`config.mk`:
```
export PLATFORM = sky130hd
export DESIGN_NAME = aolq_ram
export DESIGN_NICKNAME = d
export VERILOG_FILES = /design/src/design/assert_macros.svh /design/src/design/aolq_ram.sv
export SDC_FILE = /design/constraint.sdc
export NUM_CORES = 1
export LEC_CHECK = 0
export BUFFER_PORTS_ARGS = -buffer_cell sky130_fd_sc_hd__buf_4
export CAP_MARGIN = 20
export CORE_ASPECT_RATIO = 1.4
export CORE_MARGIN = 4
export CORE_UTILIZATION = 40
export CTS_CLUSTER_SIZE = 8
export DETAILED_ROUTE_END_ITERATION = 16
export SLEW_MARGIN = 15
export SYNTH_ARGS = -nofsm -noshare
export SYNTH_HDL_FRONTEND = slang
export SYNTH_SLANG_ARGS = --single-unit
```
`constraint.sdc`:
```
create_clock -name aclk -period 3.53 [get_ports aclk]
set_clock_uncertainty 0.2 [all_clocks]
set_input_delay 0.1765 -clock aclk [delete_from_list [all_inputs] [get_ports aclk]]
set_output_delay 0.1765 -clock aclk [all_outputs]
set_load 0.01 [all_outputs]
```
`src/design/assert_macros.svh`:
```
// Assertion macros shared by the open list store modules.
`ifndef ASSERT_MACROS_SVH
`define ASSERT_MACROS_SVH

// Property checked on every aclk edge outside reset.
`define AOLQ_ASSERT(label, prop, msg) \
    label: assert property (@(posedge aclk) disable iff (!aresetn) (prop)) \
        else $error(msg);

// Condition in one cycle implies a condition in the next.
`define AOLQ_ASSERT_NEXT(label, pre, post, msg) \
    label: assert property (@(posedge aclk) disable iff (!aresetn) (pre) |=> (post)) \
        else $error(msg);

`endif

```
`src/design/aolq_ram.sv`:
```
// Generic single write, single read RAM with registered read data.
module aolq_ram #(
    parameter int WIDTH = 8,
    parameter int DEPTH = 16
) (
    input  logic                     aclk,
    input  logic                     we,
    input  logic [$clog2(DEPTH)-1:0] waddr,
    input  logic [WIDTH-1:0]         wdata,
    input  logic [$clog2(DEPTH)-1:0] raddr,
    output logic [WIDTH-1:0]         rdata
);

    logic [WIDTH-1:0] mem [DEPTH];

    always_ff @(posedge aclk) begin
        if (we) begin
            mem[waddr] <= wdata;
        end
        rdata <= mem[raddr];
    end

endmodule

```
# Word-level counts from Yosys, hierarchy flattened

Memories as Yosys holds them, arrays and structs flattened. A register that Yosys moved wholly into a read port is not among the register bits.
Cells that the tools add are included.

Memories: 1
Register bits after elaboration: 0
Output and inout bits: 8
Bits of input ports: 18
RAM bits: 128
Word-level logic and storage cells: 3

Mux-type cells: 2

Memories:

| name | depth | bits a word | rd ports | clocked after memory_dff | write ports | RTL line       | RTL |
|---|---|---|---|---|---|---|---|
| mem  | 16    | 8           | 1        | 1                        | 1           | aolq_ram.sv:14 | `logic [WIDTH-1:0] mem [DEPTH];` |

Operators with widths:

| kind             | count |
|---|---|
| 1-bit 2-to-1 mux | 2 |

# Longest topological paths before layout

Gate-level depths: netlist of run 1.

Word-level depth: 2
Depth in mapped cells: 5
Depth with buffers taken out: 3

# Least setup slack after synthesis of run 1

OpenSTA, ideal clock, no wires.

Path type: input -> register
Start: input waddr[2]
End: memory mem[0][0] (enable)
Stages on the path: 2
Path buffers: 0
Setup time: 0.383 ns
Path slack: 1.661 ns
Arrival time: 1.286 ns
Required time: 2.947 ns
Cell sequence: or3b_2 > nor3_1

RTL lines:

| element         | RTL line       | RTL |
|---|---|---|
| start, declared | aolq_ram.sv:8  | `input logic [$clog2(DEPTH)-1:0] waddr,` |
| end, declared   | aolq_ram.sv:14 |  |

Straight into the memory's write port.

# Worst setup path after layout of run 1

Start: input waddr[0]
End: memory mem[6][7] (enable)

Straight into the memory's write port.

==> out/metrics.csv, run 1 <==
stage,metric,value,unit
cts,path_clk_slew,0.06,ns
yosys,synthXorXnorAreaFrac,0,
die,initial_core_util,0.412,
job,maxCapViolations,0,
critical_path,worstPathRequired,3.36,ns
placement,dp_hpwl,6160,um
cts,cts_buffer_depth,2,
global_routing,groute.usage.overall,0.140,
outcome,status,"finished, final reports clean",
critical_path,cp-start-kind,input pin,
power,p_leak,2.02,nW
global_routing,grt_antenna_before_repair,0,
layout,synthToLayoutAreaGrowth,18.7,%
timing,hold_viol,0,
timing,period_minus_slack,1.98,ns
placement,io_buffers,25,
detailed_routing,first_iter_violations,218,
layout,final.fill_count,1051,
global_routing,grt_pass1_vias,2505,
cts,cts_resized,0,
yosys,yosysWarnings,0,
yosys,yosysSeqAreaShare,0.778,
die,row_count,48,
cts,cts_tree,yes,
detailed_routing,wirelength,9760,um
yosys,ys_seq_elements,136,
cts,ctsHoldBuffers,9,
critical_path,cp_top_family,simple AND/OR/NAND/NOR gates,
die,pin_count,26,
worst_hold_path,min_from,waddr[1],
placement,place_congestion,0.717,
detailed_routing,dr.pass1.iters,4,
detailed_routing,detail_route.drc_violations,0,
yosys,synthesis.area,5150,um^2
yosys,avgSynthCellArea,22.5,um^2
yosys,synth_compound_area_frac,0.0233,
critical_path,endpoint_kind,flip-flop,
die,core,12500,um^2
critical_path,cp.buffers_inverters,2,
cts,postCtsSetupBuffers,0,
layout,layout-drive-gt1-share,0.274,
timing,finalMaxSlewViolations,0,
layout,fin_nets,293,
die,die_area,14800,um^2
detailed_routing,num_vias,2357,
layout,utilization,0.489,
die,die_x,104,um
timing,fin_ws,1.55,ns
power,powerDensity,592,nW/um^2
global_routing,grt_max_degree,33,
cts,cts_buffers,17,
timing,rsz0062_at_grt,no,
cts,cts.htree.levels,4,
critical_path,slowest_delay,0.72,ns
yosys,syn_nets,247,
global_routing,grt_overflow_total,0,
critical_path,cp_max_fo,8,
timing,finalCritPeriodShare,0.561,
cts,cts-root-buf,clkbuf_16,
layout,antenna_cells,0,
cts,clock_latency,0.40,ns
timing,setup-violations-final,0,
detailed_routing,postRouteAntennaNets,0,
timing,max-slew-margin-rel,0.350,
cts,clock_sinks,136,
yosys,synthMuxAreaShare,0.150,
timing,max_freq,505,MHz
timing,finalSetupTns,0,ns
critical_path,critPathKind,input pin to flip-flop,
critical_path,path_cells,dlygate4sd3_1 -> buf_4 -> nand2b_1 -> nor2_1,
die,die_y,142,um
global_routing,grt_pass1_wl,14900,um
timing,worst_pin_slew,0.971,ns
yosys,synthAdderAreaFrac,0,
critical_path,timing.rr.start,mem[11][0]$_DFFE_PP_,
power,max-vdd-ir-drop,0.000308,V
detailed_routing,wl_per_cell,22.3,um
critical_path,critPathLaunch,waddr[0],
yosys,postSynthCellCount,229,
detailed_routing,viasPerCell,5.38,
yosys,synth_top_family_by_area,multiplexers,
placement,place_ws,1.16,ns
critical_path,critPathArrivalTime,1.81,ns
yosys,synth.distinct_cells,19,
yosys,synth-simple-area-share,0.0318,
critical_path,worst_path_max_delay_cell,nor2_1,
worst_hold_path,min_path_type,input pin to flip-flop,
## cell families after synthesis
logic type | after synthesis
and+or+nand+nor | 35
buffers and inverters | 10
DFF | 136
muxes | 32
AOI/OAI and AO/OA | 16
## sequential cells by signal (all words and copies together) (netlist names)
signal  cells
mem       128
rdata       8
## cells in the mapped netlist
cell type	count	area, um^2
mux4_1	14	368
and2b_1	1	7.51
nor2_1	13	48.8
nand3b_1	2	15.0
nand2_1	9	33.8
edfxtp_1	128	3840
buf_2	3	15.0
dfxtp_1	8	160
clkdlybuf4s25_2	3	30.0
buf_4	1	7.51
nor2b_1	1	6.26
nand3_1	1	5.00
buf_6	3	33.8
and2_1	1	6.26
or3b_2	1	8.76
nor3_1	4	20.0
nand2b_1	2	12.5
mux4_2	18	405
a22oi_1	16	120
## path summary, 6_finish.rpt
| kind | slack, ns | end | depth (start not counted) |
|---|---|---|---|
| worst min register to register | 0.45 | rdata[3]$_DFF_P_ | 3 |
| worst max register to register | 1.97 | rdata[0]$_DFF_P_ | 3 |
| worst max-delay path | 1.55 | mem[6][7]$_DFFE_PP_ | 4 |
| worst min-delay path | 0.009 | mem[0][1]$_DFFE_PP_ | 2 |
## worst register-to-register path, cell delays in order, from the launching register on
cell and delay [ns]:
edfxtp_1 0.36, mux4_2 0.50, a22oi_1 0.27, nand2_1 0.11
## report_power, final
| part | total (mW) | switching, mW | internal [mW] |
|---|---|---|---|
| Combinational | 0.180 | 0.0976 | 0.0823 |
| Clock | 1.62 | 0.652 | 0.968 |
| Sequential | 1.82 | 0.00969 | 1.81 |
## layout make-up
cell class	count	area [um^2]	share of cell area
clock inverters	14	128	0.0209
flip-flops and latches	136	4000	0.655
multi-input cells	83	1060	0.174
repair buffers	37	300	0.0491
well taps	150	188	0.0307
clock buffers	18	429	0.0702
## layout by cell type, fill, tap and decap left out, types with 2 or more instances in the layout
cell type / instances
clkinvlp_4: 7
edfxtp_1: 128
nand2b_1: 2
clkinv_2: 2
nor2_1: 13
mux4_1: 14
nor3_1: 3
nand2_1: 9
a22oi_1: 16
nand3b_1: 2
clkbuf_16: 17
buf_4: 28
mux4_2: 18
dfxtp_1: 8
dlygate4sd3_1: 9
clkinv_4: 3
## routing by layer
| metal | vias up | wire length (um) | track usage |
|---|---|---|---|
| met5 | - | 0 | 0 |
| met4 | 0 | 117 | 0.0525 |
| met3 | 7 | 401 | 0.0372 |
| met2 | 64 | 5230 | 0.239 |
| met1 | 1222 | 4010 | 0.173 |
| li1 | 1064 | - | - |
## stage by stage
stage | power, mW | instance area, um^2 | std cells | hold slack [ns]
finish | 3.62 | 6110 | 438 | 0.00889
global route | 3.75 | 6110 | 438 | 0.00456
CTS | 3.64 | 6110 | 438 | 0.00416
detailed placement | 2.03 | 5460 | 397 | 0.297
global placement | 2.02 | 5460 | 397 | 0.284
floorplan | 1.94 | 5150 | 229 | 0.0754
(Power assumes the default switching activity.)
==> inputs of run 2 (changes only) <==
- ABC_AREA: unset -> 1
- clock period: 3.53 -> 1.6 ns (I/O delays scaled with it)
==> run 2 against run 1 <==
Effect of this change: synthesized cell count is 140% higher; highest routed layer unchanged; global-route usage rose by 3.6 points; final cell count rose by 83%; combinational power grew to 3.0 times the previous value; routed wire length up 33%; worst setup slack worse by 1.4 ns; critical path depth is 3 higher; first-iteration DRC count is 4.1% lower; register-to-register slack lost 1.6 ns; via count is 61% higher; total power grew 130%; flip-flop and latch count unchanged.
==> out/metrics.csv, run 2 <==
stage,metric,value,unit,change
critical_path,cp_max_fo,20,,was 8
placement,dp_cells,760,,was 397
detailed_routing,viasPerCell,4.72,,was 5.38
critical_path,worstPathRequired,1.75,ns,was 3.36 ns
yosys,avgSynthCellArea,10.5,um^2,was 22.5 um^2
placement,io_buffers,25,,unchanged
detailed_routing,detail_route.drc_violations,0,,unchanged
power,design_power_total,8.31,mW,was 3.62 mW
timing,hold_slack,0.0174,ns,was 0.00889 ns
timing,setup-violations-final,0,,unchanged
yosys,yosysWarnings,0,,unchanged
cts,cts_buffers,17,,unchanged
detailed_routing,wl_per_cell,16.2,um,was 22.3 um
critical_path,critPathArrivalTime,1.60,ns,was 1.81 ns
yosys,synth_ff_type,edfxtp_1,,unchanged
power,max-vdd-ir-drop,0.000730,V,was 0.000308 V
layout,largestRegisters,"mem: 128 flops, rdata: 8 flops",,unchanged
layout,final_common_cell,nand2_1,,was edfxtp_1
timing,worst_pin_slew,0.371,ns,was 0.971 ns
global_routing,grt_pass1_wl,21000,um,was 14900 um
job,maxCapViolations,0,,unchanged
yosys,ys_seq_elements,136,,unchanged
timing,period_minus_slack,1.45,ns,
critical_path,timing.rr.start,mem[1][2]$_DFFE_PP_,,was mem[11][0]$_DFFE_PP_
yosys,synth-edff-count,128,,unchanged
die,die_x,109,um,was 104 um
yosys,synthesis.area,5770,um^2,was 5150 um^2
power,powerDensity,1200,nW/um^2,was 592 nW/um^2
worst_hold_path,holdPathEnd,rdata[3]$_DFF_P_,,was mem[0][1]$_DFFE_PP_
worst_hold_path,min_from,raddr[0],,was waddr[1]
worst_hold_path,min_path_type,input pin to flip-flop,,unchanged
global_routing,grt_max_degree,58,,was 33
placement,place_congestion,0.841,,was 0.717
layout,antenna_cells,0,,unchanged
die,die_y,150,um,was 142 um
cts,cts.htree.levels,4,,unchanged
critical_path,reg2reg_depth,6,,was 3
timing,finalCritPeriodShare,0.906,,
critical_path,critPathLaunch,raddr[1],,was waddr[0]
detailed_routing,postRouteAntennaNets,0,,unchanged
layout,largest_reg_flops,128,,unchanged
yosys,postSynthCellCount,551,,was 229
layout,layout-drive-gt1-share,0.130,,was 0.274
cts,cts_tree,yes,,unchanged
detailed_routing,wirelength,13000,um,was 9760 um
power,p_leak,2.99,nW,was 2.02 nW
timing,finalSetupTns,0,ns,unchanged
critical_path,reg2reg_to,rdata[2]$_DFF_P_,,was rdata[0]$_DFF_P_
yosys,ys_async_sr_fraction,0,,unchanged
layout,final_cell_mix,"173 x nand2_1, 128 x edfxtp_1, 100 x inv_1, 97 x nand3_1, 43 x buf_4",,"was 128 x edfxtp_1, 28 x buf_4, 18 x mux4_2, 17 x clkbuf_16, 16 x a22oi_1"
timing,max_freq,690,MHz,
outcome,status,"finished, final reports clean",,unchanged
critical_path,cp-start-kind,input pin,,unchanged
layout,stdcell_count,802,,was 438
placement,dp_hpwl,8590,um,was 6160 um
cts,cts_buffer_depth,2,,unchanged
detailed_routing,dr.pass1.iters,4,,unchanged
cts,clock_latency,0.41,ns,was 0.40 ns
die,pin_count,26,,unchanged
detailed_routing,num_vias,3784,,was 2357
timing,rsz0062_at_grt,no,,unchanged
die,initial_core_util,0.411,,was 0.412
global_routing,groute.usage.overall,0.176,,was 0.140
critical_path,endpoint_kind,flip-flop,,unchanged
timing,finalMaxSlewViolations,0,,unchanged
detailed_routing,first_iter_violations,209,,was 218
yosys,yosysMostFrequentCell,nand2_1,,was edfxtp_1
layout,final.fill_count,1290,,was 1051
cts,path_clk_slew,0.06,ns,about the same
cts,clock_sinks,136,,unchanged
critical_path,rrSetupSlack,0.38,ns,was 1.97 ns
yosys,ys_top_cells_by_area,"edfxtp_1 67%, nand2_1 11%, nand3_1 8.4%, inv_1 6.5%, dfxtp_1 2.8%",,"was edfxtp_1 75%, mux4_2 7.9%, mux4_1 7.1%, dfxtp_1 3.1%, a22oi_1 2.3%"
layout,fin_nets,622,,was 293
layout,regMostFlops,mem,,unchanged
layout,synthToLayoutAreaGrowth,20.3,%,was 18.7%
yosys,yosys-top-cells-count,"173 x nand2_1, 128 x edfxtp_1, 100 x inv_1",,"was 128 x edfxtp_1, 18 x mux4_2, 16 x a22oi_1"
die,row_count,51,,was 48
die,die_area,16400,um^2,was 14800 um^2
yosys,synth.distinct_cells,12,,was 19
critical_path,critPathKind,input pin to flip-flop,,unchanged
worst_hold_path,min_path_cells,7,,was 2
global_routing,grt_pass1_vias,3860,,was 2505
timing,fin_ws,0.150,ns,was 1.55 ns
placement,place_ws,0.254,ns,was 1.16 ns
yosys,syn_nets,569,,was 247
global_routing,grt_overflow_total,0,,unchanged
yosys,synth_area_leader_cell,edfxtp_1,,unchanged
yosys,yosysSeqAreaShare,0.694,,was 0.778
timing,max-slew-margin-rel,0.752,,was 0.350
die,core,14000,um^2,was 12500 um^2
timing,hold_viol,0,,unchanged
yosys,synth.top_cell.area_share,0.667,,was 0.747
cts,cts-root-buf,clkbuf_16,,unchanged
cts,postCtsSetupBuffers,0,,unchanged
global_routing,grt_antenna_before_repair,0,,unchanged
## run 2: logic make-up (layout without fill, tap and decap cells)
logic type | count (synthesis) | in the layout | share of synthesized area
buf+inv | 126 | 192 | 0.0952
flops | 136 | 136 | 0.694
simple gates | 289 | 289 | 0.210
## run 2: cell type report
| cell class | count | area, um^2 | share of cell area |
|---|---|---|---|
| clock inverter | 14 | 153 | 0.0220 |
| clock buffer | 18 | 429 | 0.0619 |
| sequential | 136 | 4000 | 0.577 |
| timing repair buffer | 58 | 523 | 0.0754 |
| inverter | 102 | 383 | 0.0552 |
| tap | 185 | 231 | 0.0334 |
| multi-input combinational | 289 | 1210 | 0.175 |
## run 2: what timing repair did
| action | CTS | global route |
|---|---|---|
| hold buffers | 10 | 0 |
| resized for setup | 0 | 0 |
| endpoints found under the hold margin | 136 | 0 |
## run 2: worst max-delay path, cell delays in order
cell and delay [ns]:
dlygate4sd3_1 0.52, buf_4 0.22, buf_4 0.30, nand3_1 0.11, nand3_1 0.11, nand3_1 0.15
nand2_1 0.10
## run 2: per-stage QoR
stage / area (um^2) / utilization
5_1_grt: 6940 / 0.494
4_1_cts: 6940 / 0.494
3_5_place_dp: 6250 / 0.446
6_report: 6940 / 0.494
2_1_floorplan: 5770 / -
3_3_place_gp: 6250 / 0.446
## run 2: report_power, final
part | total (mW) | switching [mW] | internal, mW | leakage (nW)
Clock | 3.75 | 1.45 | 2.30 | 0.274
Combinational | 0.545 | 0.346 | 0.199 | 1.50
Sequential | 4.01 | 0.0314 | 3.98 | 1.22
Total | 8.31 | 1.83 | 6.48 | 2.99
## run 2: metal layers
layer / vias to the layer above / track usage / share of wire
li1: 1880 / - / -
met3: 14 / 0.0268 / 0.042
met2: 78 / 0.311 / 0.55
met1: 1812 / 0.209 / 0.39
met4: 0 / 0.0761 / 0.020
met5: - / 0 / 0
## run 2: worst max path at each step
stage / to / slack, ns / cells after the start
after floorplan: mem[10][0]$_DFFE_PP_ / 0.37 / 2
after global placement: rdata[5]$_DFF_P_ / 0.27 / 7
after detailed placement: rdata[4]$_DFF_P_ / 0.25 / 7
after CTS: rdata[2]$_DFF_P_ / 0.16 / 7
after global routing: rdata[2]$_DFF_P_ / 0.07 / 7
final: rdata[2]$_DFF_P_ / 0.15 / 7
